===== config.mk =====
export PLATFORM = sky130hd
export DESIGN_NAME = sm3_bq
export DESIGN_NICKNAME = d
export VERILOG_FILES = /design/src/sv/sm3_pkg.sv /design/src/sv/sm3_bq.sv
export SDC_FILE = /design/constraint.sdc
export NUM_CORES = 1
export LEC_CHECK = 0
export BUFFER_PORTS_ARGS = -buffer_cell sky130_fd_sc_hd__buf_4
export CAP_MARGIN = 20
export CORE_AREA = 2 2 406 408
export DETAILED_ROUTE_END_ITERATION = 7
export DIE_AREA = 0 0 408 410
export GPL_ROUTABILITY_DRIVEN = 0
export GPL_TIMING_DRIVEN = 0
export SKIP_LAST_GASP = 1
export SLEW_MARGIN = 20
export SYNTH_ARGS = -nofsm -noshare
export SYNTH_HDL_FRONTEND = slang
export SYNTH_SLANG_ARGS = --single-unit

===== constraint.sdc =====
create_clock -name i_clk -period 79.9 [get_ports i_clk]
set_clock_uncertainty 0.1 [all_clocks]
set_input_delay 15.98 -clock i_clk [delete_from_list [all_inputs] [get_ports i_clk]]
set_output_delay 15.98 -clock i_clk [all_outputs]
set_load 0.005 [all_outputs]

===== src/sv/sm3_pkg.sv =====
// ----------------------------------------------------------------------------
// SM3 hash engine package
// Item types, the initial chaining value and the SM3 helper functions.
// ----------------------------------------------------------------------------
package sm3_pkg;

    typedef struct packed {
        logic [31:0] msg_word;
        logic [2:0]  valid_bytes;
        logic        last;
    } t_in_item;

    typedef struct packed {
        logic [31:0] digest_word;
        logic [2:0]  word_index;
        logic        digest_last;
    } t_out_item;

    typedef struct packed {
        logic [15:0][31:0] words;
        logic              fin;
    } t_blk;

    localparam logic [7:0][31:0] IV = {
        32'hB0FB0E4E, 32'hE38DEE4D, 32'h163138AA, 32'hA96F30BC,
        32'hDA8A0600, 32'h172442D7, 32'h4914B2B9, 32'h7380166F
    };
    localparam logic [31:0] T_LO     = 32'h79CC4519;
    localparam logic [31:0] T_HI     = 32'h7A879D8A;
    localparam logic [7:0]  PAD_BYTE = 8'h80;

    function automatic logic [31:0] rotl(input logic [31:0] v, input logic [4:0] n);
        logic [5:0] m;
        m = 6'd32 - {1'b0, n};
        return (v << n) | (v >> m);
    endfunction

    function automatic logic [31:0] perm0(input logic [31:0] x);
        return x ^ rotl(x, 5'd9) ^ rotl(x, 5'd17);
    endfunction

    function automatic logic [31:0] perm1(input logic [31:0] x);
        return x ^ rotl(x, 5'd15) ^ rotl(x, 5'd23);
    endfunction

endpackage


===== src/sv/sm3_bq.sv =====
// ----------------------------------------------------------------------------
// SM3 block queue
// Two-entry queue of packed blocks between the front and the compressor.
// ----------------------------------------------------------------------------
module sm3_bq (
    input  logic          i_clk,
    input  logic          i_rst_n,
    input  logic          i_push,
    input  sm3_pkg::t_blk i_blk,
    output logic          o_full,
    input  logic          i_pop,
    output sm3_pkg::t_blk o_blk,
    output logic          o_empty
);
    import sm3_pkg::*;

    t_blk       r_mem [2];
    logic       r_wp, r_rp;
    logic [1:0] r_cnt;

    assign o_full  = (r_cnt == 2'd2);
    assign o_empty = (r_cnt == 2'd0);
    assign o_blk   = r_mem[r_rp];

    always_ff @(posedge i_clk) begin
        if (!i_rst_n) begin
            r_wp  <= 1'b0;
            r_rp  <= 1'b0;
            r_cnt <= '0;
        end else begin
            if (i_push) r_wp <= ~r_wp;
            if (i_pop) r_rp <= ~r_rp;
            r_cnt <= r_cnt + 2'(i_push) - 2'(i_pop);
        end
    end

    always_ff @(posedge i_clk) begin
        if (i_push) r_mem[r_wp] <= i_blk;
    end

endmodule


* After elaboration in Yosys (flattened, before gate mapping) *
Memories as Yosys holds them, arrays and structs flattened. A register that Yosys moved wholly into a read port is not among the register bits.
Index checks and enable logic that the tools add are counted.

word-level totals
  memories kept = 1
  input port bits = 517
  latch bits = 0
  RAM bits = 1026
  output and inout bits = 515
  bits in registers = 4
  bits in read-only memories = 0
  logic and storage cells = 14

memory list
  memory  words  width  read ports  clocked after Yosys merged registers in  wr ports  RTL line      source
  r_mem   2      513    1           1                                        1         sm3_bq.sv:17  t_blk r_mem [2];

operators by class
  equal/unequal tests = 1
  shift operators = 0
  divide/modulo/power cells = 0
  reductions and logical operators = 1
  bitwise logic cells = 2
  multiply operators = 0
  muxes and demuxes = 4
  add/sub/neg operators = 2
  $lt $le $gt $ge = 0

operators by type and width
  operator                                     count
  2-to-1 mux 1 bit                             4
  adder 2 x 1 -> 2 bit                         1
  equality test 2 bit (second input constant)  1
  logical NOT 2 bit                            1
  NOT 1 bit                                    2
  subtractor 2 x 1 -> 2 bit                    1

* Logic depth before layout (Yosys ltp) *
Gate-level depths: netlist of run 1.

  depth in word-level cells = 3
  gate-level depth with buffers = 6
  mapped depth without buffers = 6

* Least setup slack after synthesis of run 1 *
No wires, ideal clock.

  path type = in2reg
  start = input i_push
  end = register r_wp
  setup slack = 40.119 ns
  stages on the path = 2
  buffers on the path = 0
  required time = 79.636 ns
  arrival time = 39.517 ns
  library setup time = 0.164 ns
  cell sequence = nor2b_1 > o21a_1

RTL lines
  what                  RTL line      source
  start, declared       sm3_bq.sv:8   input logic i_push,
  end signal, assigned  sm3_bq.sv:31  if (i_push) r_wp <= ~r_wp;
  end, declared         sm3_bq.sv:18  logic r_wp, r_rp;

==> results of run 1 <==
==> metal layers <==
layer	vias to the layer above	part of all wire (%)	GRT usage (%)
li1	8892	-	-
met4	40	3.6	5.543
met2	768	51	23.23
met5	-	0.22	0
met1	10088	37	14.45
met3	195	8.8	5.157
==> path summary, 6_finish.rpt <==
check	depth (start not counted)	slack, ps	to
max	4	61180	o_blk[38]
min	2	480	flip-flop
max reg2reg	11	76790	r_mem[0][258]
min reg2reg	2	480	flip-flop
==> area by class of cell <==
class / count / share of cell area (%)
multi-input combinational: 527 / 11.22
antenna: 6 / 0.02854
inverter: 2 / 0.01427
clock buffer: 127 / 5.434
clock inverter: 82 / 1.660
timing repair buffer: 1070 / 16.51
buffer: 57 / 1.172
tap: 2189 / 5.206
sequential: 1031 / 58.75
==> registers in the layout, summed over array words and instances, names as in the netlist, named ones only <==
name / flops
r_wp: 1
r_rp: 1
r_cnt: 2
r_mem: 1026
==> cell usage in the layout, fill, tap and decap left out, types with 4 or more instances in the layout <==
cell        Yosys  final
clkbuf_16       0    112
mux2_2        513    513
buf_2           4      4
buf_16          0     22
edfxtp_1     1026   1026
buf_12          0     17
clkinv_1        0     22
diode_2         0      6
inv_6           0      7
clkinvlp_4      0      7
bufinv_16       0     14
clkbuf_1        0     15
buf_6          53     53
buf_4           0   1031
clkinv_2        0     27
dfxtp_1         5      5
==> cells by family after synthesis <==
kind of cell,count (synthesis),share of synthesized area [%]
fa+ha+maj,2,0.06685
flops,1031,82.58
compound gates,1,0.02006
mux,513,15.43
buf+inv,59,1.668
xor+xnor,2,0.08357
simple gates,9,0.1437
==> through the flow <==
stage / cells / setup slack, ps / utilization (%)
6_report: 5091 / 61180 / 32.18
5_1_grt: 5090 / 61010 / 32.18
4_1_cts: 5085 / 60970 / 32.17
3_5_place_dp: 4876 / 60950 / 29.89
3_3_place_gp: 4837 / 23800 / 29.30
2_1_floorplan: 1617 / 40120 / -
==> critical path, stage by stage (launching register included) <==
cell     delay [ps]
dfxtp_1         320
buf_6           250
buf_2           550
mux2_2          550
buf_4           210
==> report_power, final <==
part	leakage [nW]	internal (mW)	total, mW	switching, mW
combinational	7.70	0.0856	0.161	0.0750
sequential	9.67	0.626	0.631	0.00537
clock	1.82	0.304	0.523	0.219
total	19.2	1.02	1.31	0.299
==> results.json, run 1 <==
{
  "fin_total_pwr_mw": 1.314,
  "grt_pass1_wl_mm": 156.7,
  "crit_type": "reg2out",
  "whs_ps": 482.5,
  "required_ps": 63820,
  "dpl_cell_area_um2": 48860,
  "ys_seq_area_share_pct": 82.58,
  "yosysWarnings": 0,
  "syn_nets": 2136,
  "vias": 19983,
  "synth-edff-count": 1026,
  "worst_setup_path_start_kind": "flip-flop",
  "fill_cells": 15870,
  "io_buffers": 1031,
  "multi_input_area_um2": 5904,
  "timing.max_cap.violations": 0,
  "cts_max_level": 3,
  "setup_viol": 0,
  "routed_wl_mm": 116.1,
  "track_usage_pct": 13.35,
  "clock_sinks": 1031,
  "power_density_nw_per_um2": 24.99,
  "antenna_found_initial": 34,
  "post_drt_wl_per_cell_um": 22.80,
  "fin_setup_tns_ps": 0,
  "numCtsBuffers": 112,
  "status": "finished clean",
  "cp_data_arrival_time_ps": 2640,
  "worstHoldStart": "r_rp",
  "async_flop_share_pct": 0,
  "areaGrowthSynthToFinish_pct": 40.56,
  "die_y_um": 410,
  "hold_buffers": 0,
  "core_area_um2": 163500,
  "start_util_pct": 22.89,
  "synth_top_area_share_pct": 82.32,
  "tritoncts": "done",
  "dr.first_iter.drc_count": 1105,
  "rsz0062_at_grt": "false",
  "period_share_pct": 23.43,
  "yosysMostFrequentCell": "edfxtp_1",
  "hpwl_mm": 89.29,
  "avgSynthCellArea_um2": 23.15,
  "overflow": 0,
  "cts_root_buf": "clkbuf_16",
  "clk_path_buf_depth": 3,
  "postRouteAntennaNets": 0,
  "rows": 149,
  "post_cts_resized": 0,
  "synthTopCellsByCount": "1026 x edfxtp_1, 513 x mux2_2, 53 x buf_6",
  "maxSlewHeadroom_pct": 42.66,
  "netlist_area_um2": 37430,
  "min_path_type": "reg2reg",
  "grt_pass1_vias": 20801,
  "drv_slew": 0,
  "synth_ff_type": "edfxtp_1",
  "synth_area_leaders": "edfxtp_1 82%, mux2_2 15%, buf_6 1.6%",
  "clk_latency_ps": 750,
  "crit_path_max_fanout": 10,
  "drive_above_1_share_pct": 62.64,
  "die_x_um": 408,
  "synth.largest_area_cell": "edfxtp_1",
  "yosys.cell_types.count": 13,
  "via_per_inst": 3.925,
  "r2r_start": "r_wp",
  "ys_ff_latch": 1031,
  "final_cell_area_um2": 52610,
  "clk_pin_slew_ps": 60,
  "fin_crit_ps": 18720,
  "postCtsSetupBuffers": 0,
  "regArea_um2": 30910,
  "end_kind": "output pin",
  "tightest_slew_ps": 858.4,
  "io_pins": 1032,
  "dr.pass1.iters": 5,
  "route.detailed.drc": 0,
  "nets": 3320,
  "leakage_nw": 19.19,
  "syn-instance-count": 1617,
  "max-vdd-ir-drop_uv": 23.80,
  "grt_max_degree": 49,
  "hold_violations": 0,
  "dieArea_um2": 167300,
  "timing.fmax_mhz": 53.42
}
Note: power is estimated with default switching activity, not from simulation.
==> run 2: changes to the inputs <==
- clock period: 79.9 -> 16.5 ns (I/O delays scaled with it)
==> results.json, run 2 (synthesis results as in run 1) <==
{
  "maxSlewHeadroom_pct": 56.32,
  "largest_reg_flops": 1026,
  "hold_violations": 0,
  "max-vdd-ir-drop_uv": 93.45,
  "top_regs": "r_mem x1026, r_cnt x2",
  "mostFrequentLayoutCells": "1031 x buf_4, 1026 x edfxtp_1, 513 x mux2_2, 114 x clkbuf_16, 53 x buf_6",
  "track_usage_pct": 13.39,
  "crit_path_max_fanout": 10,
  "end_kind": "output pin",
  "nets": 3321,
  "routed_wl_mm": 116.9,
  "cts_root_buf": "clkbuf_16",
  "post_drt_wl_per_cell_um": 22.96,
  "hold_buffers": 0,
  "grt_pass1_vias": 20509,
  "io_pins": 1032,
  "core_area_um2": 163500,
  "numCtsBuffers": 113,
  "setup_viol": 0,
  "power_frac_seq_pct": 49.1,
  "via_per_inst": 3.916,
  "clk_path_buf_depth": 3,
  "min_path_type": "reg2reg",
  "power_switching_mw": 1.422,
  "utilization_pct": 32.04,
  "areaGrowthSynthToFinish_pct": 39.96,
  "dpl_worst_slack_ps": 10550,
  "overflow": 0,
  "cts_max_level": 3,
  "stdcell_count": 5092,
  "clock_sinks": 1031,
  "tightest_slew_ps": 653.9,
  "p_comb_share_pct": 12.4,
  "dpl_cell_area_um2": 48860,
  "rows": 149,
  "crit_type": "reg2out",
  "fin_crit_ps": 5887,
  "timing.max_cap.violations": 0,
  "rsz0062_at_grt": "false",
  "drive_above_1_share_pct": 62.12,
  "timing.fmax_mhz": 169.9,
  "cp_data_arrival_time_ps": 2490,
  "start_util_pct": 22.89,
  "die_x_um": 408,
  "hpwl_mm": 89.82,
  "clk_pin_slew_ps": 50,
  "status": "finished clean",
  "grt_pass1_wl_mm": 156.8,
  "final_cell_area_um2": 52390,
  "dr.pass1.iters": 5,
  "grt_max_degree": 49,
  "rrSetupSlack_ps": 13720,
  "dr.first_iter.drc_count": 1091,
  "postRouteAntennaNets": 0,
  "tritoncts": "done",
  "leakage_nw": 19.05,
  "largest_register": "r_mem",
  "required_ps": 13100,
  "die_y_um": 410,
  "worst_setup_path_start_kind": "flip-flop",
  "p_int_mw": 4.805,
  "period_share_pct": 35.68,
  "postCtsSetupBuffers": 0,
  "clockPowerShare_pct": 38.5,
  "post_cts_resized": 0,
  "setup_slack_ps": 10610,
  "clk_latency_ps": 720,
  "dieArea_um2": 167300,
  "io_buffers": 1031,
  "fin_setup_tns_ps": 0,
  "drv_slew": 0,
  "route.detailed.drc": 0,
  "antenna_found_initial": 37,
  "power_density_nw_per_um2": 118.9,
  "layout_commonest_cell": "buf_4",
  "switching_share_pct": 22.83,
  "dp_cells": 4876,
  "vias": 19939
}
## run 2: cell types whose count changed in the layout (fill, tap and decap cells not counted), moves of 2 or more
cell        before  now
clkinv_2        27   15
clkbuf_16      112  114
bufinv_16       14    6
diode_2          6   10
clkinv_1        22   29
clkinvlp_4       7   11
clkinv_4         0    2
inv_6            7    2
inv_16           1    3
clkinv_16        3    0
clkbuf_1        15   22
## run 2: cell type report
class                      instances  area [um2]
antenna                           10       25.02
buffer                            57       616.8
clock buffer                     136        2935
clock inverter                    70       569.3
fill                           15868      111100
inverter                           2       7.507
multi-input combinational        527        5904
sequential                      1031       30910
tap                             2189        2739
timing repair buffer            1070        8678
## run 2: power by group through the flow
| stage | Combinational (mW) | Sequential [mW] | Clock, mW |
|---|---|---|---|
| floorplan | 0.288 | 3.15 | 0 |
| global placement | 0.751 | 3.19 | 0 |
| detailed placement | 0.791 | 3.11 | 0 |
| CTS | 0.796 | 3.06 | 2.48 |
| global route | 0.821 | 3.07 | 2.57 |
| finish | 0.772 | 3.06 | 2.40 |
## run 2: worst paths after layout
path,depth (start not counted),startpoint,to
setup reg to reg,8,r_wp,r_mem[0][480]
setup / recovery,5,flip-flop,o_blk[424]
hold / removal,2,r_rp,flip-flop
hold reg to reg,2,r_rp,flip-flop
## run 2: metal layers
layer	GRT usage (%)	share of wire [%]	up-vias
met3	6.241	10	217
met1	14.01	35	9998
li1	-	-	8909
met5	0	0.33	-
met4	6.252	4.1	56
met2	22.75	50	759
## run 2: critical path, cell delays in order, from the launching register on
cell	delay, ps
dfxtp_1	320
buf_6	240
buf_6	250
buf_6	270
mux2_2	470
buf_4	170
## run 2: metrics by stage
step | hold slack, ps | power (mW)
6_report | 489.0 | 6.227
5_1_grt | 516.5 | 6.456
4_1_cts | 494.8 | 6.332
3_5_place_dp | 486.0 | 3.904
3_3_place_gp | 469.5 | 3.941
2_1_floorplan | 454.6 | 3.440
